==> config.mk <==
export PLATFORM = sky130hd
export DESIGN_NAME = color_sensor_pulse_to_rgb_unit
export DESIGN_NICKNAME = d
export VERILOG_FILES = /design/src/rtl/csp_pkg.sv /design/src/rtl/csp_front.sv /design/src/rtl/csp_fifo.sv /design/src/rtl/csp_back.sv /design/src/rtl/color_sensor_pulse_to_rgb_unit.sv
export VERILOG_INCLUDE_DIRS = /design/src /design/src/rtl
export SDC_FILE = /design/constraint.sdc
export NUM_CORES = 1
export LEC_CHECK = 0
export ABC_AREA = 1
export ABC_CLOCK_PERIOD_IN_PS = 5750
export BUFFER_PORTS_ARGS = -buffer_cell sky130_fd_sc_hd__buf_2
export CAP_MARGIN = 20
export CORE_MARGIN = 4
export CORE_UTILIZATION = 64
export DETAILED_ROUTE_END_ITERATION = 10
export HOLD_SLACK_MARGIN = 0.08
export PLACE_DENSITY = 0.81
export SYNTH_ARGS = -nofsm -noshare
export SYNTH_HDL_FRONTEND = slang
export SYNTH_HIERARCHICAL = 1
export SYNTH_SLANG_ARGS = --single-unit
==> constraint.sdc <==
create_clock -name clk -period 5.75 [get_ports clk]
set_clock_uncertainty 0.15 [all_clocks]
set_input_delay 0.8625 -clock clk [delete_from_list [all_inputs] [get_ports clk]]
set_output_delay 0.8625 -clock clk [all_outputs]
set_load 0.1 [all_outputs]
==> src/rtl/color_sensor_pulse_to_rgb_unit_assert.svh <==
// ----------------------------------------------------------------------------
// Assertion macros for the color sensor pulse to RGB unit
// Concurrent checks clocked on clk and disabled while rst_n is low.
// ----------------------------------------------------------------------------
`ifndef COLOR_SENSOR_PULSE_TO_RGB_UNIT_ASSERT_SVH
`define COLOR_SENSOR_PULSE_TO_RGB_UNIT_ASSERT_SVH

// same-cycle implication
`define CSP_ASSERT_IMP(label, ante, cons, msg) \
  label: assert property (@(posedge clk) disable iff (!rst_n) (ante) |-> (cons)) \
    else $error(msg);

// next-cycle implication
`define CSP_ASSERT_NXT(label, ante, cons, msg) \
  label: assert property (@(posedge clk) disable iff (!rst_n) (ante) |=> (cons)) \
    else $error(msg);

`endif

==> src/rtl/csp_pkg.sv <==
`timescale 1ns / 1ps
// ----------------------------------------------------------------------------
// csp_pkg
// Shared types and constants of the color sensor pulse to RGB unit.
// ----------------------------------------------------------------------------
package csp_pkg;

  localparam int CFG_W    = 20;
  localparam int LEVEL_W  = 8;
  localparam int IDX_W    = 3;
  localparam int DIV_W    = CFG_W + LEVEL_W;
  localparam int ITER_W   = $clog2(LEVEL_W);

  localparam logic [IDX_W-1:0] REG_RED_LOW    = 3'd0;
  localparam logic [IDX_W-1:0] REG_RED_HIGH   = 3'd1;
  localparam logic [IDX_W-1:0] REG_GREEN_LOW  = 3'd2;
  localparam logic [IDX_W-1:0] REG_GREEN_HIGH = 3'd3;
  localparam logic [IDX_W-1:0] REG_BLUE_LOW   = 3'd4;
  localparam logic [IDX_W-1:0] REG_BLUE_HIGH  = 3'd5;
  localparam logic [IDX_W-1:0] REG_SETTLE     = 3'd6;

  localparam logic [CFG_W-1:0] RST_RED_LOW    = 20'd15000;
  localparam logic [CFG_W-1:0] RST_RED_HIGH   = 20'd43066;
  localparam logic [CFG_W-1:0] RST_GREEN_LOW  = 20'd24000;
  localparam logic [CFG_W-1:0] RST_GREEN_HIGH = 20'd42000;
  localparam logic [CFG_W-1:0] RST_BLUE_LOW   = 20'd15000;
  localparam logic [CFG_W-1:0] RST_BLUE_HIGH  = 20'd42000;
  localparam logic [CFG_W-1:0] RST_SETTLE     = 20'd84000;

  localparam logic [1:0] CH_RED   = 2'd0;
  localparam logic [1:0] CH_GREEN = 2'd1;
  localparam logic [1:0] CH_BLUE  = 2'd2;

  typedef logic [LEVEL_W-1:0] level_t;

  typedef struct packed {
    logic [CFG_W-1:0] red_low;
    logic [CFG_W-1:0] red_high;
    logic [CFG_W-1:0] green_low;
    logic [CFG_W-1:0] green_high;
    logic [CFG_W-1:0] blue_low;
    logic [CFG_W-1:0] blue_high;
  } csp_cal_t;

  typedef struct packed {
    logic       filter_s2;
    logic       filter_s3;
    logic       busy;
    logic       last;
    logic       need_map;
    logic [1:0] ch;
  } csp_ctl_t;

endpackage

==> src/rtl/csp_front.sv <==
`timescale 1ns / 1ps
// ----------------------------------------------------------------------------
// csp_front
// Per-tick sequencer: filter select, settle wait, edge search and pulse count.
// ----------------------------------------------------------------------------
module csp_front #(
  parameter int COUNT_WIDTH = 20
) (
  input  logic                     clk,
  input  logic                     rst_n,
  input  logic                     accept,
  input  logic                     sensor_level,
  input  logic                     start_req,
  input  logic [csp_pkg::CFG_W-1:0] settle,
  output csp_pkg::csp_ctl_t        ctl,
  output logic [COUNT_WIDTH-1:0]   count
);

  localparam int TICK_W = (COUNT_WIDTH > csp_pkg::CFG_W) ? COUNT_WIDTH : csp_pkg::CFG_W;
  localparam logic [TICK_W-1:0] COUNT_MAX = TICK_W'((64'd1 << COUNT_WIDTH) - 64'd1);

  localparam logic [2:0] PH_IDLE      = 3'd0;
  localparam logic [2:0] PH_SETTLE    = 3'd1;
  localparam logic [2:0] PH_WAIT_LOW  = 3'd2;
  localparam logic [2:0] PH_WAIT_HIGH = 3'd3;
  localparam logic [2:0] PH_COUNT     = 3'd4;

  logic [2:0]        phase_r, phase_nxt;
  logic [1:0]        channel_r, channel_nxt;
  logic [TICK_W-1:0] tick_r, tick_nxt;
  logic [1:0]        ch_sel;
  logic              need_map;
  logic              last;

  always_comb begin
    phase_nxt   = phase_r;
    channel_nxt = channel_r;
    tick_nxt    = tick_r;
    need_map    = 1'b0;
    last        = 1'b0;
    ch_sel      = (channel_r > csp_pkg::CH_BLUE) ? csp_pkg::CH_BLUE : channel_r;
    case (phase_r)
      PH_IDLE: begin
        if (start_req) begin
          channel_nxt = csp_pkg::CH_RED;
          tick_nxt    = '0;
          phase_nxt   = PH_SETTLE;
        end
      end
      PH_SETTLE: begin
        if (tick_r >= TICK_W'(settle)) begin
          tick_nxt  = '0;
          phase_nxt = PH_WAIT_LOW;
        end else begin
          tick_nxt = tick_r + TICK_W'(1);
        end
      end
      PH_WAIT_LOW: begin
        if (!sensor_level) begin
          phase_nxt = PH_WAIT_HIGH;
        end
      end
      PH_WAIT_HIGH: begin
        if (sensor_level) begin
          tick_nxt  = TICK_W'(1);
          phase_nxt = PH_COUNT;
        end
      end
      PH_COUNT: begin
        if (sensor_level) begin
          if (tick_r < COUNT_MAX) begin
            tick_nxt = tick_r + TICK_W'(1);
          end
        end else begin
          need_map = 1'b1;
          tick_nxt = '0;
          if (ch_sel != csp_pkg::CH_BLUE) begin
            channel_nxt = ch_sel + 2'd1;
            phase_nxt   = PH_SETTLE;
          end else begin
            channel_nxt = csp_pkg::CH_RED;
            phase_nxt   = PH_IDLE;
            last        = 1'b1;
          end
        end
      end
      default: begin
        phase_nxt   = PH_IDLE;
        channel_nxt = csp_pkg::CH_RED;
        tick_nxt    = '0;
      end
    endcase
  end

  always_comb begin
    ctl.filter_s2 = (channel_nxt == csp_pkg::CH_GREEN);
    ctl.filter_s3 = (channel_nxt != csp_pkg::CH_RED);
    ctl.busy      = (phase_nxt != PH_IDLE);
    ctl.last      = last;
    ctl.need_map  = need_map;
    ctl.ch        = ch_sel;
    count         = tick_r[COUNT_WIDTH-1:0];
  end

  always_ff @(posedge clk) begin
    if (!rst_n) begin
      phase_r   <= PH_IDLE;
      channel_r <= csp_pkg::CH_RED;
      tick_r    <= '0;
    end else if (accept) begin
      phase_r   <= phase_nxt;
      channel_r <= channel_nxt;
      tick_r    <= tick_nxt;
    end
  end

endmodule

==> src/rtl/csp_fifo.sv <==
`timescale 1ns / 1ps
// ----------------------------------------------------------------------------
// csp_fifo
// Short word queue between the sequencer and the mapping back end.
// ----------------------------------------------------------------------------
module csp_fifo #(
  parameter int WIDTH = 8,
  parameter int DEPTH = 4
) (
  input  logic             clk,
  input  logic             rst_n,
  input  logic             push,
  input  logic [WIDTH-1:0] din,
  output logic             full,
  input  logic             pop,
  output logic [WIDTH-1:0] dout,
  output logic             empty
);

  localparam int PTR_W = (DEPTH > 1) ? $clog2(DEPTH) : 1;
  localparam int CNT_W = $clog2(DEPTH + 1);

  logic [WIDTH-1:0] mem_r [DEPTH];
  logic [PTR_W-1:0] wr_ptr_r, wr_ptr_nxt;
  logic [PTR_W-1:0] rd_ptr_r, rd_ptr_nxt;
  logic [CNT_W-1:0] cnt_r, cnt_nxt;
  logic             do_push, do_pop;

  assign full    = (cnt_r == CNT_W'(DEPTH));
  assign empty   = (cnt_r == '0);
  assign do_push = push && !full;
  assign do_pop  = pop && !empty;
  assign dout    = mem_r[rd_ptr_r];

  always_comb begin
    wr_ptr_nxt = wr_ptr_r;
    rd_ptr_nxt = rd_ptr_r;
    cnt_nxt    = cnt_r;
    if (do_push) begin
      wr_ptr_nxt = (wr_ptr_r == PTR_W'(DEPTH - 1)) ? '0 : wr_ptr_r + PTR_W'(1);
    end
    if (do_pop) begin
      rd_ptr_nxt = (rd_ptr_r == PTR_W'(DEPTH - 1)) ? '0 : rd_ptr_r + PTR_W'(1);
    end
    if (do_push && !do_pop) begin
      cnt_nxt = cnt_r + CNT_W'(1);
    end else if (do_pop && !do_push) begin
      cnt_nxt = cnt_r - CNT_W'(1);
    end
  end

  always_ff @(posedge clk) begin
    if (do_push) begin
      mem_r[wr_ptr_r] <= din;
    end
  end

  always_ff @(posedge clk) begin
    if (!rst_n) begin
      wr_ptr_r <= '0;
      rd_ptr_r <= '0;
      cnt_r    <= '0;
    end else begin
      wr_ptr_r <= wr_ptr_nxt;
      rd_ptr_r <= rd_ptr_nxt;
      cnt_r    <= cnt_nxt;
    end
  end

endmodule

==> src/rtl/csp_back.sv <==
`timescale 1ns / 1ps
// ----------------------------------------------------------------------------
// csp_back
// Count to brightness mapping with a bit-serial divider, and the result register.
// ----------------------------------------------------------------------------
module csp_back #(
  parameter int COUNT_WIDTH = 20
) (
  input  logic                   clk,
  input  logic                   rst_n,
  input  logic                   q_empty,
  input  csp_pkg::csp_ctl_t      q_ctl,
  input  logic [COUNT_WIDTH-1:0] q_count,
  output logic                   q_pop,
  input  csp_pkg::csp_cal_t      cal,
  output logic                   out_valid,
  input  logic                   out_pop,
  output logic                   out_filter_s2,
  output logic                   out_filter_s3,
  output logic                   out_busy_res,
  output logic                   out_color_valid,
  output csp_pkg::level_t        out_red_level,
  output csp_pkg::level_t        out_green_level,
  output csp_pkg::level_t        out_blue_level
);

  localparam int TICK_W = (COUNT_WIDTH > csp_pkg::CFG_W) ? COUNT_WIDTH : csp_pkg::CFG_W;
  localparam int CW     = csp_pkg::CFG_W;
  localparam int DW     = csp_pkg::DIV_W;
  localparam int LW     = csp_pkg::LEVEL_W;
  localparam int IW     = csp_pkg::ITER_W;

  localparam logic [2:0] B_IDLE = 3'd0;
  localparam logic [2:0] B_PREP = 3'd1;
  localparam logic [2:0] B_NUM  = 3'd2;
  localparam logic [2:0] B_DIV  = 3'd3;
  localparam logic [2:0] B_DONE = 3'd4;

  logic [2:0]              state_r, state_nxt;
  csp_pkg::csp_ctl_t       ctl_r, ctl_nxt;
  logic [COUNT_WIDTH-1:0]  count_r, count_nxt;
  logic                    le_lo_r, le_lo_nxt;
  logic                    hi_le_lo_r, hi_le_lo_nxt;
  logic [TICK_W-1:0]       d_r, d_nxt;
  logic [CW-1:0]           r_r, r_nxt;
  logic [DW-1:0]           rem_r, rem_nxt;
  logic [DW-1:0]           dv_r, dv_nxt;
  logic [LW-1:0]           q_r, q_nxt;
  logic [IW-1:0]           iter_r, iter_nxt;
  csp_pkg::level_t         res_r, res_nxt;
  csp_pkg::level_t         red_r, red_nxt;
  csp_pkg::level_t         green_r, green_nxt;
  csp_pkg::level_t         blue_r, blue_nxt;
  logic                    out_valid_r, out_valid_nxt;
  csp_pkg::csp_ctl_t       out_ctl_r, out_ctl_nxt;
  csp_pkg::level_t         out_red_r, out_red_nxt;
  csp_pkg::level_t         out_green_r, out_green_nxt;
  csp_pkg::level_t         out_blue_r, out_blue_nxt;
  logic [CW-1:0]           lo, hi;
  logic                    slot_free;
  logic                    ge;
  logic [DW-1:0]           d_ext;
  csp_pkg::level_t         red_sel, green_sel, blue_sel;

  assign slot_free = !out_valid_r || out_pop;
  assign ge        = (rem_r >= dv_r);
  assign d_ext     = DW'(d_r[CW-1:0]);

  always_comb begin
    case (ctl_r.ch)
      csp_pkg::CH_RED: begin
        lo = cal.red_low;
        hi = cal.red_high;
      end
      csp_pkg::CH_GREEN: begin
        lo = cal.green_low;
        hi = cal.green_high;
      end
      default: begin
        lo = cal.blue_low;
        hi = cal.blue_high;
      end
    endcase
  end

  always_comb begin
    red_sel   = (ctl_r.ch == csp_pkg::CH_RED)   ? res_r : red_r;
    green_sel = (ctl_r.ch == csp_pkg::CH_GREEN) ? res_r : green_r;
    blue_sel  = (ctl_r.ch == csp_pkg::CH_BLUE)  ? res_r : blue_r;
  end

  always_comb begin
    state_nxt     = state_r;
    ctl_nxt       = ctl_r;
    count_nxt     = count_r;
    le_lo_nxt     = le_lo_r;
    hi_le_lo_nxt  = hi_le_lo_r;
    d_nxt         = d_r;
    r_nxt         = r_r;
    rem_nxt       = rem_r;
    dv_nxt        = dv_r;
    q_nxt         = q_r;
    iter_nxt      = iter_r;
    res_nxt       = res_r;
    red_nxt       = red_r;
    green_nxt     = green_r;
    blue_nxt      = blue_r;
    out_valid_nxt = out_valid_r && !out_pop;
    out_ctl_nxt   = out_ctl_r;
    out_red_nxt   = out_red_r;
    out_green_nxt = out_green_r;
    out_blue_nxt  = out_blue_r;
    q_pop         = 1'b0;
    case (state_r)
      B_IDLE: begin
        if (!q_empty && q_ctl.need_map) begin
          q_pop     = 1'b1;
          ctl_nxt   = q_ctl;
          count_nxt = q_count;
          state_nxt = B_PREP;
        end else if (!q_empty && slot_free) begin
          q_pop         = 1'b1;
          out_valid_nxt = 1'b1;
          out_ctl_nxt   = q_ctl;
          out_red_nxt   = '0;
          out_green_nxt = '0;
          out_blue_nxt  = '0;
        end
      end
      B_PREP: begin
        le_lo_nxt    = (TICK_W'(count_r) <= TICK_W'(lo));
        hi_le_lo_nxt = (hi <= lo);
        d_nxt        = TICK_W'(count_r) - TICK_W'(lo);
        r_nxt        = hi - lo;
        state_nxt    = B_NUM;
      end
      B_NUM: begin
        if (le_lo_r) begin
          res_nxt   = '1;
          state_nxt = B_DONE;
        end else if (hi_le_lo_r || (d_r >= TICK_W'(r_r))) begin
          res_nxt   = '0;
          state_nxt = B_DONE;
        end else begin
          rem_nxt   = (d_ext << LW) - d_ext + DW'(r_r) - DW'(1);
          dv_nxt    = DW'(r_r) << (LW - 1);
          q_nxt     = '0;
          iter_nxt  = IW'(LW - 1);
          state_nxt = B_DIV;
        end
      end
      B_DIV: begin
        rem_nxt  = ge ? (rem_r - dv_r) : rem_r;
        dv_nxt   = dv_r >> 1;
        q_nxt    = {q_r[LW-2:0], ge};
        iter_nxt = iter_r - IW'(1);
        if (iter_r == '0) begin
          res_nxt   = ~{q_r[LW-2:0], ge};
          state_nxt = B_DONE;
        end
      end
      B_DONE: begin
        if (slot_free) begin
          red_nxt       = red_sel;
          green_nxt     = green_sel;
          blue_nxt      = blue_sel;
          out_valid_nxt = 1'b1;
          out_ctl_nxt   = ctl_r;
          out_red_nxt   = ctl_r.last ? red_sel   : '0;
          out_green_nxt = ctl_r.last ? green_sel : '0;
          out_blue_nxt  = ctl_r.last ? blue_sel  : '0;
          state_nxt     = B_IDLE;
        end
      end
      default: begin
        state_nxt = B_IDLE;
      end
    endcase
  end

  always_ff @(posedge clk) begin
    ctl_r       <= ctl_nxt;
    count_r     <= count_nxt;
    le_lo_r     <= le_lo_nxt;
    hi_le_lo_r  <= hi_le_lo_nxt;
    d_r         <= d_nxt;
    r_r         <= r_nxt;
    rem_r       <= rem_nxt;
    dv_r        <= dv_nxt;
    q_r         <= q_nxt;
    iter_r      <= iter_nxt;
    res_r       <= res_nxt;
    out_ctl_r   <= out_ctl_nxt;
    out_red_r   <= out_red_nxt;
    out_green_r <= out_green_nxt;
    out_blue_r  <= out_blue_nxt;
  end

  always_ff @(posedge clk) begin
    if (!rst_n) begin
      state_r     <= B_IDLE;
      out_valid_r <= 1'b0;
      red_r       <= '0;
      green_r     <= '0;
      blue_r      <= '0;
    end else begin
      state_r     <= state_nxt;
      out_valid_r <= out_valid_nxt;
      red_r       <= red_nxt;
      green_r     <= green_nxt;
      blue_r      <= blue_nxt;
    end
  end

  assign out_valid       = out_valid_r;
  assign out_filter_s2   = out_ctl_r.filter_s2;
  assign out_filter_s3   = out_ctl_r.filter_s3;
  assign out_busy_res    = out_ctl_r.busy;
  assign out_color_valid = out_ctl_r.last;
  assign out_red_level   = out_red_r;
  assign out_green_level = out_green_r;
  assign out_blue_level  = out_blue_r;

`include "color_sensor_pulse_to_rgb_unit_assert.svh"

  `CSP_ASSERT_IMP(a_div_rem_bound, state_r == B_DIV, rem_r < (dv_r << 1),
                  "divider remainder out of range")
  `CSP_ASSERT_NXT(a_out_hold, out_valid_r && !out_pop, out_valid_r,
                  "result word dropped before pop")
  `CSP_ASSERT_IMP(a_levels_zero, out_valid_r && !out_ctl_r.last,
                  (out_red_r == '0) && (out_green_r == '0) && (out_blue_r == '0),
                  "levels nonzero without color_valid")

endmodule

==> src/rtl/color_sensor_pulse_to_rgb_unit.sv <==
`timescale 1ns / 1ps
// Path: a plain tick's word goes through the queue and is popped into the result register;
//   a tick that closes a color goes through queue pop, prepare, numerator, 8 divider steps
//   and writeback, and skips the divider when the count lands outside the bounds.
// Throughput: 1 tick per cycle while the back end keeps up; a mapping stops the queue
//   until its writeback, so QUEUE_DEPTH words fill it and full holds the rest.
// Reset: synchronous active-low; sequencer idle on red, queue and result empty,
//   calibration registers back to their defaults. No clearing pass.
// ----------------------------------------------------------------------------
// color_sensor_pulse_to_rgb_unit
// Light-to-frequency color sensor reader producing red, green and blue bytes.
// ----------------------------------------------------------------------------
module color_sensor_pulse_to_rgb_unit #(
  parameter int COUNT_WIDTH = 20,
  parameter int QUEUE_DEPTH = 4
) (
  input  logic                        clk,
  input  logic                        rst_n,
  input  logic                        in_push,
  output logic                        in_full,
  input  logic                        in_sensor_level,
  input  logic                        in_start_req,
  output logic                        out_empty,
  input  logic                        out_pop,
  output logic                        out_filter_s2,
  output logic                        out_filter_s3,
  output logic                        out_busy_res,
  output logic                        out_color_valid,
  output logic [7:0]                  out_red_level,
  output logic [7:0]                  out_green_level,
  output logic [7:0]                  out_blue_level,
  input  logic                        cfg_valid,
  output logic                        cfg_ready,
  input  logic [csp_pkg::IDX_W-1:0]   cfg_index,
  input  logic [csp_pkg::CFG_W-1:0]   cfg_data
);

  localparam int QW = $bits(csp_pkg::csp_ctl_t) + COUNT_WIDTH;

  csp_pkg::csp_cal_t            cal_r, cal_nxt;
  logic [csp_pkg::CFG_W-1:0]    settle_r, settle_nxt;
  logic                         accept;
  logic                         q_full, q_empty, q_pop;
  csp_pkg::csp_ctl_t            f_ctl, q_ctl;
  logic [COUNT_WIDTH-1:0]       f_count, q_count;
  logic [QW-1:0]                q_din, q_dout;
  logic                         out_valid;

  assign cfg_ready = 1'b1;
  assign in_full   = q_full;
  assign accept    = in_push && !q_full;
  assign out_empty = !out_valid;

  always_comb begin
    cal_nxt    = cal_r;
    settle_nxt = settle_r;
    if (cfg_valid) begin
      case (cfg_index)
        csp_pkg::REG_RED_LOW:    cal_nxt.red_low    = cfg_data;
        csp_pkg::REG_RED_HIGH:   cal_nxt.red_high   = cfg_data;
        csp_pkg::REG_GREEN_LOW:  cal_nxt.green_low  = cfg_data;
        csp_pkg::REG_GREEN_HIGH: cal_nxt.green_high = cfg_data;
        csp_pkg::REG_BLUE_LOW:   cal_nxt.blue_low   = cfg_data;
        csp_pkg::REG_BLUE_HIGH:  cal_nxt.blue_high  = cfg_data;
        csp_pkg::REG_SETTLE:     settle_nxt         = cfg_data;
        default: begin
        end
      endcase
    end
  end

  always_ff @(posedge clk) begin
    if (!rst_n) begin
      cal_r.red_low    <= csp_pkg::RST_RED_LOW;
      cal_r.red_high   <= csp_pkg::RST_RED_HIGH;
      cal_r.green_low  <= csp_pkg::RST_GREEN_LOW;
      cal_r.green_high <= csp_pkg::RST_GREEN_HIGH;
      cal_r.blue_low   <= csp_pkg::RST_BLUE_LOW;
      cal_r.blue_high  <= csp_pkg::RST_BLUE_HIGH;
      settle_r         <= csp_pkg::RST_SETTLE;
    end else begin
      cal_r    <= cal_nxt;
      settle_r <= settle_nxt;
    end
  end

  csp_front #(
    .COUNT_WIDTH (COUNT_WIDTH)
  ) u_front (
    .clk          (clk),
    .rst_n        (rst_n),
    .accept       (accept),
    .sensor_level (in_sensor_level),
    .start_req    (in_start_req),
    .settle       (settle_r),
    .ctl          (f_ctl),
    .count        (f_count)
  );

  assign q_din              = {f_ctl, f_count};
  assign {q_ctl, q_count}   = q_dout;

  csp_fifo #(
    .WIDTH (QW),
    .DEPTH (QUEUE_DEPTH)
  ) u_fifo (
    .clk   (clk),
    .rst_n (rst_n),
    .push  (accept),
    .din   (q_din),
    .full  (q_full),
    .pop   (q_pop),
    .dout  (q_dout),
    .empty (q_empty)
  );

  csp_back #(
    .COUNT_WIDTH (COUNT_WIDTH)
  ) u_back (
    .clk             (clk),
    .rst_n           (rst_n),
    .q_empty         (q_empty),
    .q_ctl           (q_ctl),
    .q_count         (q_count),
    .q_pop           (q_pop),
    .cal             (cal_r),
    .out_valid       (out_valid),
    .out_pop         (out_pop),
    .out_filter_s2   (out_filter_s2),
    .out_filter_s3   (out_filter_s3),
    .out_busy_res    (out_busy_res),
    .out_color_valid (out_color_valid),
    .out_red_level   (out_red_level),
    .out_green_level (out_green_level),
    .out_blue_level  (out_blue_level)
  );

endmodule
==> results.py, run 1 <==
metrics = {
    "global_route": {
        "antenna_found_initial": 0,
        "grt_use_total": 0.3292,
        "grt_pass1_wl_mm": 118.1,
        "grt_pass1_vias": 22300,
        "grt_max_degree": 103,
        "grt.overflow.total": 0,
    },
    "logic_synthesis": {
        "muxShareOfSynthArea": 0.0003729,
        "seq_area_frac_synth": 0.4605,
        "netlist_instances": 3340,
        "synth_nets": 3532,
        "synth-edff-count": 277,
        "syn_avg_cell_area_um2": 8.037,
        "netlist_area_um2": 26840,
        "synth_seq_cells": 479,
        "synth_cell_types": 59,
        "synthSimpleGateAreaFrac": 0.2591,
        "async_reset_ff_frac": 0,
        "synth_compound_area_frac": 0.1077,
        "synth_top_family_by_area": "simple AND/OR/NAND/NOR gates",
        "synthAdderAreaFrac": 0.08026,
        "synth_top_flop_cell": "edfxtp_1",
        "ys_warn_count": 6,
        "yosys.area_share.xor_xnor": 0.01175,
    },
    "sta": {
        "slew_headroom": 0.2268,
        "whs_ns": 0.3058,
        "tns_ns": 0,
        "tightest_slew_ns": 1.160,
        "period_needed_ns": 4.090,
        "slew_violations": 0,
        "timing.final.crit_share": 0.7114,
        "grt_setup_unrepaired": "no",
        "setup_viol": 0,
        "worst_slack_ns": 1.660,
        "fmax_ghz": 0.2445,
        "finalHoldViolCount": 0,
    },
    "floorplan": {
        "die-area_um2": 45290,
        "initial_core_util": 0.6530,
        "die_x_um": 212.8,
        "num_rows": 74,
        "pin_count": 61,
        "die_y_um": 212.8,
        "core_region_area_um2": 41110,
    },
    "cts": {
        "path_clk_slew_ns": 0.06,
        "htree_levels": 2,
        "cts_buffer_depth": 3,
        "cts_root_buffer": "clkbuf_16",
        "cts_tree": "done",
        "cts_made_buffers": 49,
        "insertion_delay_ns": 0.59,
        "cts_resized": 0,
        "cts.sink_count": 479,
        "postCtsSetupBuffers": 0,
        "cts_hold_buf": 0,
    },
    "route": {
        "wl_met1_mm": 30.20,
        "first_pass_iters": 6,
        "drtIter0Drc": 2643,
        "vias": 23290,
        "wl_mm": 75.44,
        "dr_wl_met3_mm": 5.345,
        "ant_nets": 0,
        "post_drt_wl_per_cell_um": 19.18,
        "drc": 0,
        "top_layer_used": "met4",
        "wl_met2_mm": 37.19,
        "vias_per_cell": 5.919,
    },
    "setup_path": {
        "crit_slowest_cell": "nand2_1",
        "startpoint_type": "flip-flop",
        "crit_top_cell": "nand2_1",
        "r2r_slack_ns": 1.66,
        "cp_data_arrival_time_ns": 4.28,
        "cp.required_ns": 5.94,
        "crit_buf_inv": 1,
        "crit_family": "compound AO/OA/AOI/OAI gates",
        "crit_fanout": 23,
        "path_cells": "nand2_1 -> buf_4 -> o21bai_1 -> ha_1 -> a21o_1 -> a21oi_1 -> nor2_1 -> a211oi_1 -> nand3_1 -> nand2_1 -> nand2_1",
        "crit_type": "reg -> reg",
        "cpPeakStageDelay_ns": 0.74,
        "endpoint_kind": "flip-flop",
    },
    "outcome": {
        "status": "finished clean",
    },
    "final_layout": {
        "final_nets": 3555,
        "area_delta_synth_final_pct": 8.623,
        "antenna_cells": 0,
        "final_util": 0.7093,
        "drive_above_1_share": 0.07349,
        "n_fill_cell": 3178,
    },
    "pwr": {
        "irDropWorstVdd_uv": 365.4,
        "leakage_nw": 12.84,
        "powerDensity_nw_per_um2": 631.5,
    },
    "run": {
        "cap_violations": 0,
    },
    "placed_design": {
        "place_ws_ns": 1.767,
        "globalplace.congestion": 0.9621,
        "port_buffers": 59,
        "hpwl_mm": 54.94,
    },
    "worst_hold_path": {
        "hold_class": "reg -> reg",
    },
}
==> cells in the final DEF, fill, tap and decap left out, types with 15 or more instances in the layout <==
cell,Yosys,final
a21o_1,15,15
a21oi_1,165,165
buf_2,20,58
buf_4,25,23
clkbuf_16,0,50
dfxtp_1,202,202
edfxtp_1,277,277
fa_1,17,17
ha_1,145,145
inv_1,391,391
nand2_1,722,722
nand3_1,244,244
nand4_1,35,35
nor2_1,514,508
nor2_2,15,15
nor3_1,34,33
o21ai_0,182,181
o21ai_1,25,25
o21bai_1,23,23
o22ai_1,61,61
xor2_1,28,28
==> Yosys cell counts (6+ instances only) <==
library cell / number / share of area
nand3_2: 9 / 0.0034
o22ai_1: 61 / 0.014
a21oi_1: 165 / 0.031
a21o_1: 15 / 0.0042
nand2_2: 14 / 0.0033
nor4_1: 7 / 0.0016
buf_2: 20 / 0.0037
ha_1: 145 / 0.068
dfxtp_1: 202 / 0.15
o21ai_0: 182 / 0.034
nand4_1: 35 / 0.0082
buf_6: 13 / 0.0055
buf_4: 25 / 0.0070
nand2_1: 722 / 0.10
nand2_4: 7 / 0.0029
edfxtp_1: 277 / 0.31
xor2_1: 28 / 0.0091
o21ai_1: 25 / 0.0047
xnor2_1: 8 / 0.0026
nor2_2: 15 / 0.0035
o21a_1: 9 / 0.0025
a211oi_1: 6 / 0.0017
nor2_1: 514 / 0.072
nor2_4: 7 / 0.0029
fa_1: 17 / 0.013
o21bai_1: 23 / 0.0064
clkbuf_1: 39 / 0.0055
or2_2: 9 / 0.0021
inv_1: 391 / 0.055
nand3_1: 244 / 0.045
a31oi_1: 10 / 0.0023
nor3_1: 34 / 0.0063
inv_2: 7 / 0.00098
a21boi_0: 7 / 0.0020
buf_1: 12 / 0.0017
==> metrics by stage <==
stage                     area [um^2]  power (mW)  instances
final                           29160       18.42       3934
after global routing            29160       19.63       3934
after CTS                       29160       18.27       3934
after detailed placement        27420       14.83       3844
after global placement          27390       14.64       3843
after floorplan                 26840       12.20       3340
==> where the power goes <==
group / switching (mW) / leakage (nW) / internal, mW / total [mW]
clock: 1.35 / 0.844 / 2.06 / 3.41
sequential: 0.428 / 4.20 / 4.80 / 5.23
combinational: 6.89 / 7.80 / 2.89 / 9.78
==> worst register-to-register path: stages (launching register included) <==
cell,delay (ns)
edfxtp_1,0.61
nand2_1,0.74
buf_4,0.49
o21bai_1,0.43
ha_1,0.42
a21o_1,0.21
a21oi_1,0.22
nor2_1,0.07
a211oi_1,0.26
nand3_1,0.11
nand2_1,0.08
nand2_1,0.05
==> area by class of cell <==
| type | count | area (um^2) | area share |
|---|---|---|---|
| sequential | 479 | 12360 | 0.4239 |
| inverter | 401 | 1520 | 0.05213 |
| clock buffer | 65 | 1348 | 0.04621 |
| multi-input combinational | 2350 | 12380 | 0.4247 |
| tap | 532 | 665.6 | 0.02283 |
| clock inverter | 25 | 390.4 | 0.01339 |
| timing repair buffer | 82 | 490.5 | 0.01682 |
==> routing by layer <==
metal  track usage  vias up
met3       0.03512      171
met1        0.4305    10910
li1              -    11130
met4        0.1242        0
met2        0.5699     1084
met5             0        -
==> registers in the layout, summed over array words and instances (netlist names), 27 cells and up, named ones only <==
register and cells:
u_back/rem_r 28, u_back/dv_r 27, cal_r 120, u_fifo/mem_r 108
==> worst paths after layout <==
kind / startpoint / endpoint / depth (start not counted)
setup / recovery: u_back/ctl_r[0] / u_back/d_r[19] / 11
hold / removal: u_back/green_r[0] / u_back/green_r[0] / 2
setup reg to reg: u_back/ctl_r[0] / u_back/d_r[19] / 11
hold reg to reg: u_back/green_r[0] / u_back/green_r[0] / 2
==> cell families after synthesis <==
| family | count (synthesis) |
|---|---|
| compound gates | 518 |
| xor+xnor | 36 |
| fa+ha+maj | 162 |
| buf+inv | 511 |
| flops | 479 |
| mux | 1 |
| other cells | 1 |
| simple gates | 1632 |
Note: power is estimated with default switching activity, not from simulation.
==> run 2: changes to the inputs <==
--- a/config.mk
+++ b/config.mk
@@ -7,7 +7,7 @@
 export NUM_CORES = 1
 export LEC_CHECK = 0
 export ABC_AREA = 1
-export ABC_CLOCK_PERIOD_IN_PS = 5750
+export ABC_CLOCK_PERIOD_IN_PS = 3800
 export BUFFER_PORTS_ARGS = -buffer_cell sky130_fd_sc_hd__buf_2
 export CAP_MARGIN = 20
 export CORE_MARGIN = 4
==> constraint.sdc (replaced) <==
create_clock -name clk -period 3.8 [get_ports clk]
set_clock_uncertainty 0.15 [all_clocks]
set_input_delay 0.57 -clock clk [delete_from_list [all_inputs] [get_ports clk]]
set_output_delay 0.57 -clock clk [all_outputs]
set_load 0.1 [all_outputs]
==> run 2 against run 1 <==
Flip-flop and latch count unchanged. Combinational power increased by 52%. Register-to-register slack got worse by 1.2 ns. Cell count increased by 0.43%. Wire length decreased by 0.93%. Highest routed layer unchanged.
==> results.py, run 2 (synthesis gave the netlist of run 1 again) <==
metrics = {
    "outcome": {
        "status": "finished clean",
    },
    "final_layout": {
        "drive_above_1_share": 0.07663,
        "top_register": "cal_r",
        "final_cell_mix": "nand2_1, nor2_1, inv_1",
        "fin_cells": 3951,
        "area_delta_synth_final_pct": 8.697,
        "multi_input_area_um2": 12370,
        "layout_commonest_cell": "nand2_1",
        "final_nets": 3575,
        "antenna_cells": 0,
        "regArea_um2": 12360,
        "n_fill_cell": 3247,
        "reg_top3": "cal_r (120), u_fifo/mem_r (108), u_back/rem_r (28)",
        "largest_reg_flops": 120,
    },
    "pwr": {
        "irDropWorstVdd_uv": 562.5,
        "powerDensity_nw_per_um2": 940.9,
        "leakage_nw": 12.86,
    },
    "route": {
        "top_layer_used": "met4",
        "wl_mm": 74.74,
        "post_drt_wl_per_cell_um": 18.92,
        "drc": 0,
        "dr_wl_met3_mm": 5.293,
        "vias_per_cell": 5.862,
        "drtIter0Drc": 2529,
        "wl_met1_mm": 29.43,
        "wl_met2_mm": 36.93,
        "vias": 23160,
        "first_pass_iters": 6,
        "ant_nets": 0,
    },
    "floorplan": {
        "die_x_um": 212.8,
        "die_y_um": 212.8,
        "num_rows": 74,
        "initial_core_util": 0.6530,
        "core_region_area_um2": 41110,
        "pin_count": 61,
        "die-area_um2": 45290,
    },
    "cts": {
        "cts_buffer_depth": 3,
        "path_clk_slew_ns": 0.06,
        "cts_tree": "done",
        "cts_resized": 0,
        "cts_made_buffers": 48,
        "htree_levels": 2,
        "insertion_delay_ns": 0.60,
        "cts_hold_buf": 7,
        "postCtsSetupBuffers": 0,
        "cts.sink_count": 479,
        "cts_root_buffer": "clkbuf_16",
    },
    "setup_path": {
        "cp.required_ns": 4.01,
        "crit_fanout": 34,
        "cp_data_arrival_time_ns": 3.55,
        "crit_type": "reg -> reg",
        "startpoint_type": "flip-flop",
        "endpoint_kind": "flip-flop",
    },
    "placed_design": {
        "hpwl_mm": 54.32,
        "globalplace.congestion": 0.9431,
        "post-place-cells": 3858,
        "port_buffers": 59,
    },
    "run": {
        "cap_violations": 0,
    },
    "global_route": {
        "grt_pass1_vias": 22130,
        "grt_use_total": 0.3261,
        "grt_max_degree": 85,
        "grt.overflow.total": 0,
        "antenna_found_initial": 0,
        "grt_pass1_wl_mm": 117.1,
    },
    "sta": {
        "period_needed_ns": 3.339,
        "timing.final.crit_share": 0.8787,
        "setup_viol": 0,
        "whs_ns": 0.1087,
        "slew_violations": 0,
        "fmax_ghz": 0.2995,
        "grt_setup_unrepaired": "no",
        "slew_headroom": 0.3079,
        "finalHoldViolCount": 0,
        "tns_ns": 0,
        "tightest_slew_ns": 1.037,
    },
    "worst_hold_path": {
        "hold_class": "in -> reg",
    },
}
[run 2: cell types whose count changed in the layout (fill, tap and decap cells not counted), moves of 4 or more]
| cell | change |
|---|---|
| buf_4 | +10 |
| bufinv_16 | -7 |
| dlygate4sd3_1 | +7 |
| buf_12 | +5 |
| nor2_2 | +5 |
| clkbuf_8 | +4 |
| nor2_4 | -4 |
[run 2: final cells by class]
class,instances,share of cell area
clock inverter,16,0.005703
sequential,479,0.4237
inverter,401,0.05210
clock buffer,70,0.04747
tap,532,0.02281
timing repair buffer,103,0.02427
multi-input combinational,2350,0.4240
[run 2: per-layer routing]
layer | up-vias | track usage
met5 | - | 0
met4 | 0 | 0.1279
met3 | 169 | 0.04276
met2 | 1058 | 0.5697
met1 | 10800 | 0.4145
li1 | 11130 | -
[run 2: report_power, final]
group	internal (mW)	switching, mW
registers	7.26	0.618
clock network	2.67	2.01
logic	4.44	10.5
[run 2: path summary, 6_finish.rpt]
check                           cells past startpoint  slack, ns        startpoint               end
worst max-delay path                               12       0.46   u_back/ctl_r[1]    u_back/d_r[19]
worst min register to register                      2       0.30  u_back/blue_r[6]  u_back/blue_r[6]
worst min-delay path                                3       0.11      cfg_data[10]         cal_r[70]
worst max register to register                     12       0.46   u_back/ctl_r[1]    u_back/d_r[19]
[run 2: critical path: stages (launching register included)]
cell	delay [ns]
edfxtp_1	0.39
inv_1	0.25
nand2_1	0.16
buf_12	0.21
o21bai_1	0.39
ha_1	0.42
a21o_1	0.23
a21oi_1	0.21
nor2_1	0.08
a211oi_1	0.35
nand3_1	0.13
nand2_1	0.08
nand2_1	0.05
[run 2: stage by stage]
stage	power [mW]	utilization	worst slack (ns)	area (um^2)
after CTS	27.26	0.7098	0.4948	29180
final	27.45	0.7098	0.4611	29180
after floorplan	18.45	-	0.1838	26850
after global routing	29.37	0.7098	0.3050	29180
after detailed placement	22.54	0.6703	0.4800	27560
after global placement	22.35	0.6703	0.5427	27560
